## src/hdl/rgb_to_hsl_converter_assert.svh

```systemverilog
// Assertion macros for the RGB to HSL converter.
`ifndef RGB_TO_HSL_CONVERTER_ASSERT_SVH
`define RGB_TO_HSL_CONVERTER_ASSERT_SVH

// Same-cycle implication, checked outside reset.
`define RTH_ASSERT_IMPL(lbl, ante, cons) \
    lbl: assert property (@(posedge i_clk) disable iff (!i_rst_n) (ante) |-> (cons)) \
        else $error("rth assertion failed");

// Next-cycle implication, checked outside reset.
`define RTH_ASSERT_NEXT(lbl, ante, cons) \
    lbl: assert property (@(posedge i_clk) disable iff (!i_rst_n) (ante) |=> (cons)) \
        else $error("rth assertion failed");

`endif

```

## src/hdl/rth_pkg.sv

```systemverilog
// Shared constants and types for the RGB to HSL converter.
`timescale 1ns / 1ps
package rth_pkg;
    localparam int CHANNEL_BITS_DEF = 16;
    localparam int PCT_FULL         = 100;
    localparam int PCT_HALF         = 50;
    localparam int PCT_SUM_FULL     = 200;
    localparam int HUE_STEP         = 60;
    localparam int HUE_GREEN        = 120;
    localparam int HUE_BLUE         = 240;
    localparam int HUE_FULL         = 360;
    localparam int DIV_QB           = 7;

    typedef logic [1:0] t_sect;
    localparam t_sect SECT_RED   = 2'd0;
    localparam t_sect SECT_GREEN = 2'd1;
    localparam t_sect SECT_BLUE  = 2'd2;
endpackage

```

## src/hdl/rgb_to_hsl_converter.sv

```systemverilog
// RGB to HSL converter top level: scaling, sector logic and output stage.
// Fully pipelined: one word in and one word out per cycle while the output is taken.
// The pipeline is two 7-stage restoring dividers (channel scaling, then hue and
// saturation) plus four register stages around them. When the output word is not taken
// the whole pipeline holds and s_axis_tready drops; nothing is lost or repeated.
`timescale 1ns / 1ps
`include "rgb_to_hsl_converter_assert.svh"
module rgb_to_hsl_converter #(
    parameter int CHANNEL_BITS = rth_pkg::CHANNEL_BITS_DEF
) (
    input  logic        i_clk,
    input  logic        i_rst_n,
    input  logic        s_axis_tvalid,
    output logic        s_axis_tready,
    // red_count, green_count, blue_count, clear_count
    input  logic [((4*CHANNEL_BITS+7)/8)*8-1:0] s_axis_tdata,
    output logic        m_axis_tvalid,
    input  logic        m_axis_tready,
    // hue_degrees, saturation_pct, lightness_pct, clamped_flag, zero_clear_error
    output logic [31:0] m_axis_tdata
);
    import rth_pkg::*;

    localparam int CB  = CHANNEL_BITS;
    localparam int NW1 = CB + DIV_QB;

    logic w_en;
    assign w_en          = m_axis_tready || !m_axis_tvalid;
    assign s_axis_tready = w_en;

    // stage 1: count * 100
    logic           r1_vld;
    logic [NW1-1:0] r1_num [3];
    logic [CB-1:0]  r1_den;
    logic           r1_zero;

    always_ff @(posedge i_clk) begin
        if (!i_rst_n) begin
            r1_vld <= 1'b0;
        end else if (w_en) begin
            r1_vld <= s_axis_tvalid;
        end
    end

    always_ff @(posedge i_clk) begin
        if (w_en) begin
            for (int i = 0; i < 3; i++) begin
                r1_num[i] <= NW1'(s_axis_tdata[i*CB +: CB]) * NW1'(PCT_FULL);
            end
            r1_den  <= s_axis_tdata[3*CB +: CB];
            r1_zero <= s_axis_tdata[3*CB +: CB] == '0;
        end
    end

    logic [CB-1:0] w_den1 [3];
    logic [3:0]    w_side1;
    always_comb begin
        for (int i = 0; i < 3; i++) begin
            w_den1[i]  = r1_den;
            w_side1[i] = r1_num[i] >= (NW1'(r1_den) << DIV_QB);
        end
        w_side1[3] = r1_zero;
    end

    logic              d1_vld;
    logic [DIV_QB-1:0] d1_quo [3];
    logic [3:0]        d1_side;

    rth_div #(.LANES(3), .NW(NW1), .DW(CB), .QB(DIV_QB), .PW(4)) u_div_pct (
        .i_clk   (i_clk),
        .i_rst_n (i_rst_n),
        .i_en    (w_en),
        .i_valid (r1_vld),
        .i_num   (r1_num),
        .i_den   (w_den1),
        .i_side  (w_side1),
        .o_valid (d1_vld),
        .o_quo   (d1_quo),
        .o_side  (d1_side)
    );

    // stage 2: clamp to 100
    logic       r2_vld;
    logic [6:0] r2_pct [3];
    logic       r2_clamp;
    logic       r2_zero;
    logic [2:0] w_big;

    always_comb begin
        for (int i = 0; i < 3; i++) begin
            w_big[i] = d1_side[i] || (d1_quo[i] > 7'(PCT_FULL));
        end
    end

    always_ff @(posedge i_clk) begin
        if (!i_rst_n) begin
            r2_vld <= 1'b0;
        end else if (w_en) begin
            r2_vld <= d1_vld;
        end
    end

    always_ff @(posedge i_clk) begin
        if (w_en) begin
            for (int i = 0; i < 3; i++) begin
                r2_pct[i] <= w_big[i] ? 7'(PCT_FULL) : d1_quo[i];
            end
            r2_clamp <= |w_big;
            r2_zero  <= d1_side[3];
        end
    end

    // stage 3: max, min, sector, divide operands
    t_sect      w_sect;
    logic [6:0] w_mx, w_mn, w_a, w_c, w_mag, w_dif, w_light;
    logic [7:0] w_sum, w_sden;
    logic       w_neg;

    always_comb begin
        if (r2_pct[0] >= r2_pct[1] && r2_pct[0] >= r2_pct[2]) begin
            w_sect = SECT_RED;
        end else if (r2_pct[1] >= r2_pct[2]) begin
            w_sect = SECT_GREEN;
        end else begin
            w_sect = SECT_BLUE;
        end
        unique case (w_sect)
            SECT_RED: begin
                w_mx = r2_pct[0];
                w_a  = r2_pct[1];
                w_c  = r2_pct[2];
            end
            SECT_GREEN: begin
                w_mx = r2_pct[1];
                w_a  = r2_pct[2];
                w_c  = r2_pct[0];
            end
            default: begin
                w_mx = r2_pct[2];
                w_a  = r2_pct[0];
                w_c  = r2_pct[1];
            end
        endcase
        w_mn    = (w_a < w_c) ? w_a : w_c;
        w_neg   = w_a < w_c;
        w_mag   = w_neg ? (w_c - w_a) : (w_a - w_c);
        w_dif   = w_mx - w_mn;
        w_sum   = {1'b0, w_mx} + {1'b0, w_mn};
        w_light = w_sum[7:1];
        w_sden  = (w_light <= 7'(PCT_HALF)) ? w_sum : (8'(PCT_SUM_FULL) - w_sum);
    end

    logic        r3_vld;
    logic [13:0] r3_num [2];
    logic [7:0]  r3_den [2];
    logic [12:0] r3_side;

    always_ff @(posedge i_clk) begin
        if (!i_rst_n) begin
            r3_vld <= 1'b0;
        end else if (w_en) begin
            r3_vld <= r2_vld;
        end
    end

    always_ff @(posedge i_clk) begin
        if (w_en) begin
            r3_num[0] <= 14'(w_mag) * 14'(HUE_STEP);
            r3_den[0] <= {1'b0, w_dif};
            r3_num[1] <= 14'(w_dif) * 14'(PCT_FULL);
            r3_den[1] <= w_sden;
            r3_side   <= {w_sect, w_neg, w_light, r2_clamp, r2_zero, w_dif == '0};
        end
    end

    logic              d2_vld;
    logic [DIV_QB-1:0] d2_quo [2];
    logic [12:0]       d2_side;

    rth_div #(.LANES(2), .NW(14), .DW(8), .QB(DIV_QB), .PW(13)) u_div_hs (
        .i_clk   (i_clk),
        .i_rst_n (i_rst_n),
        .i_en    (w_en),
        .i_valid (r3_vld),
        .i_num   (r3_num),
        .i_den   (r3_den),
        .i_side  (r3_side),
        .o_valid (d2_vld),
        .o_quo   (d2_quo),
        .o_side  (d2_side)
    );

    // stage 4: hue offset and output register
    t_sect      w_osect;
    logic       w_oneg, w_oclamp, w_ozero, w_ogrey;
    logic [6:0] w_olight;
    logic [8:0] w_q, w_hue;

    always_comb begin
        {w_osect, w_oneg, w_olight, w_oclamp, w_ozero, w_ogrey} = d2_side;
        w_q = 9'(d2_quo[0]);
        unique case (w_osect)
            SECT_RED:   w_hue = w_oneg ? (9'(HUE_FULL) - w_q) : w_q;
            SECT_GREEN: w_hue = w_oneg ? (9'(HUE_GREEN) - w_q) : (9'(HUE_GREEN) + w_q);
            default:    w_hue = w_oneg ? (9'(HUE_BLUE) - w_q) : (9'(HUE_BLUE) + w_q);
        endcase
    end

    logic       r_out_vld;
    logic [8:0] r_hue;
    logic [6:0] r_sat, r_light;
    logic       r_clamp, r_err;

    always_ff @(posedge i_clk) begin
        if (!i_rst_n) begin
            r_out_vld <= 1'b0;
        end else if (w_en) begin
            r_out_vld <= d2_vld;
        end
    end

    always_ff @(posedge i_clk) begin
        if (w_en) begin
            r_hue   <= (w_ozero || w_ogrey) ? '0 : w_hue;
            r_sat   <= (w_ozero || w_ogrey) ? '0 : d2_quo[1];
            r_light <= w_ozero ? '0 : w_olight;
            r_clamp <= w_ozero ? 1'b0 : w_oclamp;
            r_err   <= w_ozero;
        end
    end

    assign m_axis_tvalid = r_out_vld;
    assign m_axis_tdata  = {7'b0, r_err, r_clamp, r_light, r_sat, r_hue};

    `RTH_ASSERT_IMPL(a_err_zero, m_axis_tvalid && r_err, r_hue == '0 && r_sat == '0 && r_light == '0 && !r_clamp)
    `RTH_ASSERT_IMPL(a_range, m_axis_tvalid, r_hue <= 9'(HUE_FULL) && r_sat <= 7'(PCT_FULL) && r_light <= 7'(PCT_FULL))
    `RTH_ASSERT_IMPL(a_stall, m_axis_tvalid && !m_axis_tready, !s_axis_tready)
    `RTH_ASSERT_NEXT(a_enter, s_axis_tvalid && s_axis_tready, r1_vld)
endmodule

```

## src/hdl/rth_div.sv

```systemverilog
// Pipelined restoring divider, one quotient bit per stage, several lanes.
`timescale 1ns / 1ps
module rth_div #(
    parameter int LANES = 3,
    parameter int NW    = 23,
    parameter int DW    = 16,
    parameter int QB    = 7,
    parameter int PW    = 1
) (
    input  logic          i_clk,
    input  logic          i_rst_n,
    input  logic          i_en,
    input  logic          i_valid,
    input  logic [NW-1:0] i_num  [LANES],
    input  logic [DW-1:0] i_den  [LANES],
    input  logic [PW-1:0] i_side,
    output logic          o_valid,
    output logic [QB-1:0] o_quo  [LANES],
    output logic [PW-1:0] o_side
);
    localparam int RW = DW + QB;

    logic [QB-1:0] r_vld;
    logic [RW-1:0] r_rem  [QB][LANES];
    logic [DW-1:0] r_den  [QB][LANES];
    logic [QB-1:0] r_quo  [QB][LANES];
    logic [PW-1:0] r_side [QB];

    for (genvar k = 0; k < QB; k++) begin : g_stage
        logic [RW-1:0] w_rem [LANES];
        logic [DW-1:0] w_den [LANES];
        logic [QB-1:0] w_quo [LANES];
        logic [RW-1:0] w_sub [LANES];
        logic          w_ge  [LANES];
        logic [PW-1:0] w_side;
        logic          w_vld;

        if (k == 0) begin : g_first
            always_comb begin
                for (int l = 0; l < LANES; l++) begin
                    w_rem[l] = RW'(i_num[l]);
                    w_den[l] = i_den[l];
                    w_quo[l] = '0;
                end
                w_side = i_side;
                w_vld  = i_valid;
            end
        end else begin : g_next
            always_comb begin
                for (int l = 0; l < LANES; l++) begin
                    w_rem[l] = r_rem[k-1][l];
                    w_den[l] = r_den[k-1][l];
                    w_quo[l] = r_quo[k-1][l];
                end
                w_side = r_side[k-1];
                w_vld  = r_vld[k-1];
            end
        end

        always_comb begin
            for (int l = 0; l < LANES; l++) begin
                w_sub[l] = RW'(w_den[l]) << (QB - 1 - k);
                w_ge[l]  = w_rem[l] >= w_sub[l];
            end
        end

        always_ff @(posedge i_clk) begin
            if (!i_rst_n) begin
                r_vld[k] <= 1'b0;
            end else if (i_en) begin
                r_vld[k] <= w_vld;
            end
        end

        always_ff @(posedge i_clk) begin
            if (i_en) begin
                for (int l = 0; l < LANES; l++) begin
                    r_rem[k][l] <= w_ge[l] ? (w_rem[l] - w_sub[l]) : w_rem[l];
                    r_den[k][l] <= w_den[l];
                    r_quo[k][l] <= {w_quo[l][QB-2:0], w_ge[l]};
                end
                r_side[k] <= w_side;
            end
        end
    end

    assign o_valid = r_vld[QB-1];
    assign o_side  = r_side[QB-1];
    always_comb begin
        for (int l = 0; l < LANES; l++) begin
            o_quo[l] = r_quo[QB-1][l];
        end
    end
endmodule

```

## config.mk

```make
export PLATFORM = sky130hd
export DESIGN_NAME = rgb_to_hsl_converter
export DESIGN_NICKNAME = d
export VERILOG_FILES = /design/src/hdl/rth_pkg.sv /design/src/hdl/rgb_to_hsl_converter.sv /design/src/hdl/rth_div.sv
export VERILOG_INCLUDE_DIRS = /design/src /design/src/hdl
export SDC_FILE = /design/constraint.sdc
export NUM_CORES = 2
export LEC_CHECK = 0
export BUFFER_PORTS_ARGS = -buffer_cell sky130_fd_sc_hd__buf_4
export CAP_MARGIN = 20
export CELL_PAD_IN_SITES_DETAIL_PLACEMENT = 0
export CELL_PAD_IN_SITES_GLOBAL_PLACEMENT = 1
export CORE_ASPECT_RATIO = 1.1
export CORE_UTILIZATION = 50
export DETAILED_ROUTE_END_ITERATION = 10
export GPL_ROUTABILITY_DRIVEN = 0
export GPL_TIMING_DRIVEN = 0
export PLACE_DENSITY = 0.85
export SYNTH_ARGS = -nofsm -noshare
export SYNTH_HDL_FRONTEND = slang
export SYNTH_SLANG_ARGS = --single-unit
```

## constraint.sdc

```tcl
create_clock -name i_clk -period 88.9 [get_ports i_clk]
set_input_delay 0 -clock i_clk [delete_from_list [all_inputs] [get_ports i_clk]]
set_output_delay 0 -clock i_clk [all_outputs]
set_load 0.03 [all_outputs]
```

[Word-level counts from Yosys, hierarchy flattened]
Memories as Yosys holds them, arrays and structs flattened.
Cells that the tools add are included.
Cells by class
  $add $sub $neg: 45
  $mul: 5
  $lt $le $gt $ge: 46
  equal/unequal tests: 2
  multiplexer cells: 52
  reduce and logical (&&, ||, !) cells: 12
Operators by type and width (number)
  23-bit 2-to-1 mux: 21
  15-bit 2-to-1 mux: 14
  23-bit by 16-bit >= comparator with 1-bit output: 3
  23-bit by 17-bit >= comparator with 1-bit output: 3
  23-bit by 18-bit >= comparator with 1-bit output: 3
  23-bit by 19-bit >= comparator with 1-bit output: 3
  23-bit by 20-bit >= comparator with 1-bit output: 3
  23-bit by 21-bit >= comparator with 1-bit output: 3
  23-bit by 22-bit >= comparator with 1-bit output: 3
  23-bit >= comparator: 3
  23-bit by 16-bit subtractor with 23-bit output: 3
  23-bit by 17-bit subtractor with 23-bit output: 3
  23-bit by 18-bit subtractor with 23-bit output: 3
  23-bit by 19-bit subtractor with 23-bit output: 3
  23-bit by 20-bit subtractor with 23-bit output: 3
  23-bit by 21-bit subtractor with 23-bit output: 3
  23-bit by 22-bit subtractor with 23-bit output: 3
  16-bit by 5-bit multiplier with 21-bit output (second input constant): 3
  7-bit one-hot mux with 2 select lines: 3
  7-bit 2-to-1 mux: 5
  15-bit by 10-bit >= comparator with 1-bit output: 2
  15-bit by 11-bit >= comparator with 1-bit output: 2
  15-bit by 12-bit >= comparator with 1-bit output: 2
  15-bit by 13-bit >= comparator with 1-bit output: 2
  other kinds (39): 63
Word-level totals
  flip-flop bits (word level): 176
  memory bits (writable): 1526
  input bits: 68
  output and inout port bits: 34
  logic and storage cells: 206
  memories kept: 9
Memories
  u_div_pct.r_rem: words 7, width 69, rd ports 6, clocked after Yosys merged registers in 0, wr ports 7, line rth_div.sv:24  | logic [RW-1:0] r_rem [QB][LANES];
  u_div_pct.r_den: words 7, width 48, rd ports 6, clocked after Yosys merged registers in 0, wr ports 7, line rth_div.sv:25  | logic [DW-1:0] r_den [QB][LANES];
  u_div_hs.r_rem: words 7, width 30, rd ports 6, clocked after Yosys merged registers in 0, wr ports 7, line rth_div.sv:24
  u_div_pct.r_quo: words 7, width 21, rd ports 7, clocked after Yosys merged registers in 0, wr ports 7, line rth_div.sv:26  | logic [QB-1:0] r_quo [QB][LANES];
  u_div_hs.r_den: words 7, width 16, rd ports 6, clocked after Yosys merged registers in 0, wr ports 7, line rth_div.sv:25
  u_div_hs.r_quo: words 7, width 14, rd ports 7, clocked after Yosys merged registers in 0, wr ports 7, line rth_div.sv:26
  3 more memories

[Depth between registers and ports, before layout]
An unclocked memory read counts as a cell.
  depth in word-level cells: 11
  mapped depth: 42
  depth with buffers taken out: 38

[Cells and area by module]
From an unflattened synthesis, not the netlist that was laid out.
Unflattened totals
  cell total of the unflattened synthesis: 7011
  area total of the unflattened synthesis: 81077.8 um2
By module, submodules not included
  rth_div at u_div_pct: instances 1, cells an instance 3973, area an instance 45253.4 um2, seq. area each 24583.6 um2
  rth_div at u_div_hs: instances 1, cells an instance 1495, area an instance 20031.7 um2, seq. area each 12842.3 um2
  rgb_to_hsl_converter: instances 1, cells an instance 1543, area an instance 15792.6 um2, seq. area each 5335.1 um2

[Worst setup path after synthesis]
Ideal clock, no wire load.
  path type: reg-to-reg
  start point: register r_out_vld (netlist: m_axis_tvalid)
  end point: register with a tool-made name
  library setup time: 1963 ps
  data arrival time: 32000 ps
  data required time: 86937 ps
  slack: 54937 ps
  stages on the path, launching flop included: 5
  path buffers: 2
  clock period less this slack: 33963 ps
  cell sequence: dfxtp_1 -> nor2b_1 -> clkbuf_1 -> clkinv_1 -> clkbuf_1
RTL lines
  from (decl): line rgb_to_hsl_converter.sv:209  | logic r_out_vld;
  from (signal assigned): line rgb_to_hsl_converter.sv:218  | r_out_vld <= d2_vld;

==> results.yml <==
run_status:
  status: "completed"
floorplanning:
  rows: 142
  start_util_pct: 50.6
  core_area_mm2: 0.137
  fp.dieH_um: 392
  ios: 102
  die_w_um: 357
  die_area_mm2: 0.140
yosys:
  synth_seq_cells: 1161
  synth-edff-count: 1143
  synth_ff_type: "edfxtp_1"
  syn_area_per_cell_um2: 11.2
  yosysUniqueCellTypes: 95
  syn_inst: 6165
  yosysWarnings: 0
  seq_area_frac_synth_pct: 50.1
  ys_async_sr_fraction_pct: 0
  synth_area_mm2: 0.0692
setup_path:
  crit_path_max_incr_delay_ns: 0.55
  cp-end-kind: "flop"
  critical_path.max_fanout: 10
  rr_worst_depth: 36
  crit_top_cell: "a21oi_1"
  cp_data_required_time_ns: 89.39
  critical_path_arrival_ns: 9.56
  r2r-start: "r2_pct[0][15]"
  crit_start: "r2_pct[0][15]"
  critPathSlowestCell: "xnor2_1"
  start_kind: "flop"
  criticalPathCategory: "flop to flop"
sta:
  min_period_over_period_pct: 10.2
  max_freq_ghz: 0.110
  setup_viol: 0
  worstMarginPinSlew_ns: 0.945
  rsz0062_at_grt: "false"
  relSlewSlack_pct: 36.7
  finalCriticalPeriod_ns: 9.07
  finalMaxSlewViolations: 0
  skew_ns: 0.0760
  timing.setup.tns_ns: 0
  finalHoldViolCount: 0
route:
  num_vias: 45600
  drtIter0Drc: 2463
  ant_nets: 0
  drc: 0
  wire_per_inst_um: 17.1
  drt-pass1-iter-count: 6
  routed_wl_um: 144000
  viasPerCell: 5.44
clock_tree:
  clock_path_buffers: 3
  numClockSinks: 1161
  cts-buffers-inserted: 117
  h-tree-depth: 3
  cts_tree: "done"
  cts-root-buf: "clkbuf_16"
  post_cts_buffers: 0
  clock_latency_ns: 0.76
  clk_pin_slew_ns: 0.06
layout:
  fillers: 11500
  syn_to_final_growth_pct: 11.9
  drive_gt1_share_pct: 6.52
  fin_nets: 7365
  most-common-layout-cells: "1143 x edfxtp_1, 742 x ha_1, 603 x inv_1"
  num_antenna_cells: 0
  final_common_cell: "edfxtp_1"
hold_path:
  worstHoldStart: "s_axis_tdata[0]"
  hold_path.class: "primary input to flop"
  holdPathStages: 2
placement:
  dp_hpwl_um: 112000
  port_buffers: 94
grt:
  gr-usage-all-layers_pct: 20.5
  gr-total-overflow: 0
  antenna_found_initial: 0
  grt_pass1_vias: 45000
  grt_max_degree: 79
  grt_pass1_wl_um: 229000
run:
  maxCapViolCount: 0
stage by stage:
stage                     hold WS [ns]  instances  cell area, um2  setup slack (ns)  utilization (%)
final                           0.0585       8380           77400             79.83             56.6
after global routing            0.0494       8380           77400             79.18             56.6
after CTS                       0.0169       8380           77400             79.88             56.6
after detailed placement         0.193       8084           72600             79.95             53.1
after global placement           0.190       8066           72200             44.56             52.7
after floorplan                 0.0989       6172           69200             54.94                -
metal layers:
| metal | vias up | track usage, % | share of wire [%] |
|---|---|---|---|
| met5 | - | 0 | 0 |
| met4 | 0 | 10.8 | 5.2 |
| met3 | 318 | 2.08 | 3.1 |
| met2 | 920 | 36.5 | 50 |
| met1 | 21400 | 24.5 | 42 |
| li1 | 23000 | - | - |
cell usage after synthesis (110+ instances only):
master | n | area share [%]
xor2_1 | 171 | 2.2
a21oi_1 | 467 | 3.4
nand2b_1 | 110 | 0.99
nor2b_1 | 111 | 1.0
inv_1 | 603 | 3.3
nand2_1 | 405 | 2.2
xnor2_1 | 256 | 3.2
nor2_1 | 449 | 2.4
a21o_1 | 164 | 1.8
ha_1 | 742 | 13
o21ai_0 | 335 | 2.4
edfxtp_1 | 1143 | 50
registers in the layout, summed over array words and instances (netlist names), 6 cells and up, named ones only:
| name | cells |
|---|---|
| r_sat | 7 |
| r3_den | 14 |
| r2_pct | 21 |
| u_div_hs.r_side | 91 |
| r1_den | 16 |
| r_hue | 9 |
| u_div_pct.r_den | 96 |
| r3_side | 13 |
| r1_num | 63 |
| u_div_pct.r_quo | 84 |
| u_div_pct.r_side | 28 |
| u_div_hs.r_quo | 56 |
| u_div_pct.r_rem | 381 |
| u_div_hs.g_stage.w_vld | 6 |
| u_div_pct.g_stage.w_vld | 6 |
| u_div_hs.r_den | 84 |
| u_div_hs.r_rem | 147 |
| r3_num | 20 |
| r_light | 7 |
worst paths after layout:
path | to | slack (ns)
max | r3_num[13] | 79.83
min | r1_num[48] | 0.06
max reg2reg | r3_num[13] | 79.83
min reg2reg | u_div_pct.r_quo[6][10] | 0.40
critical path, delay by kind of cell, from the launching register on:
family | cells | cell delay [ns]
xor+xnor | 2 | 0.63
fa+ha+maj | 7 | 2.47
simple gates | 3 | 0.23
flops | 1 | 0.33
buf+inv | 6 | 1.44
mux | 1 | 0.26
compound gates | 17 | 3.44
logic make-up (layout without fill, tap and decap cells):
kind of cell / after synthesis / after routing / synth area share [%]
AO/OA/AOI/OAI: 1401 / 1401 / 12.6
buffers and inverters: 714 / 1122 / 3.97
other: 1 / 8 / 0.00542
AND/OR/NAND/NOR: 1567 / 1567 / 11.0
multiplexers: 74 / 74 / 1.17
flip-flops: 1161 / 1161 / 50.1
adder cells (fa/ha/maj): 820 / 820 / 15.7
XOR/XNOR: 427 / 427 / 5.41
layout make-up:
type | instances | area, um2 | area share (%)
plain buffers | 110 | 479 | 0.619
clock inverters | 95 | 1080 | 1.39
inverters | 604 | 2270 | 2.93
multi-input cells | 4297 | 31800 | 41.0
well taps | 1800 | 2250 | 2.91
clock buffers | 127 | 2970 | 3.83
flip-flops and latches | 1161 | 34700 | 44.8
repair buffers | 186 | 1900 | 2.46
timing repair:
| item | in CTS | in global routing |
|---|---|---|
| gates resized for setup | 0 | 0 |
| endpoints found under the hold margin | 65 | 0 |
| hold buffers | 74 | 0 |
Power is left out: the tool's default activity adds up to more than one toggle a clock period on the data nets, which glitch-free logic cannot reach.
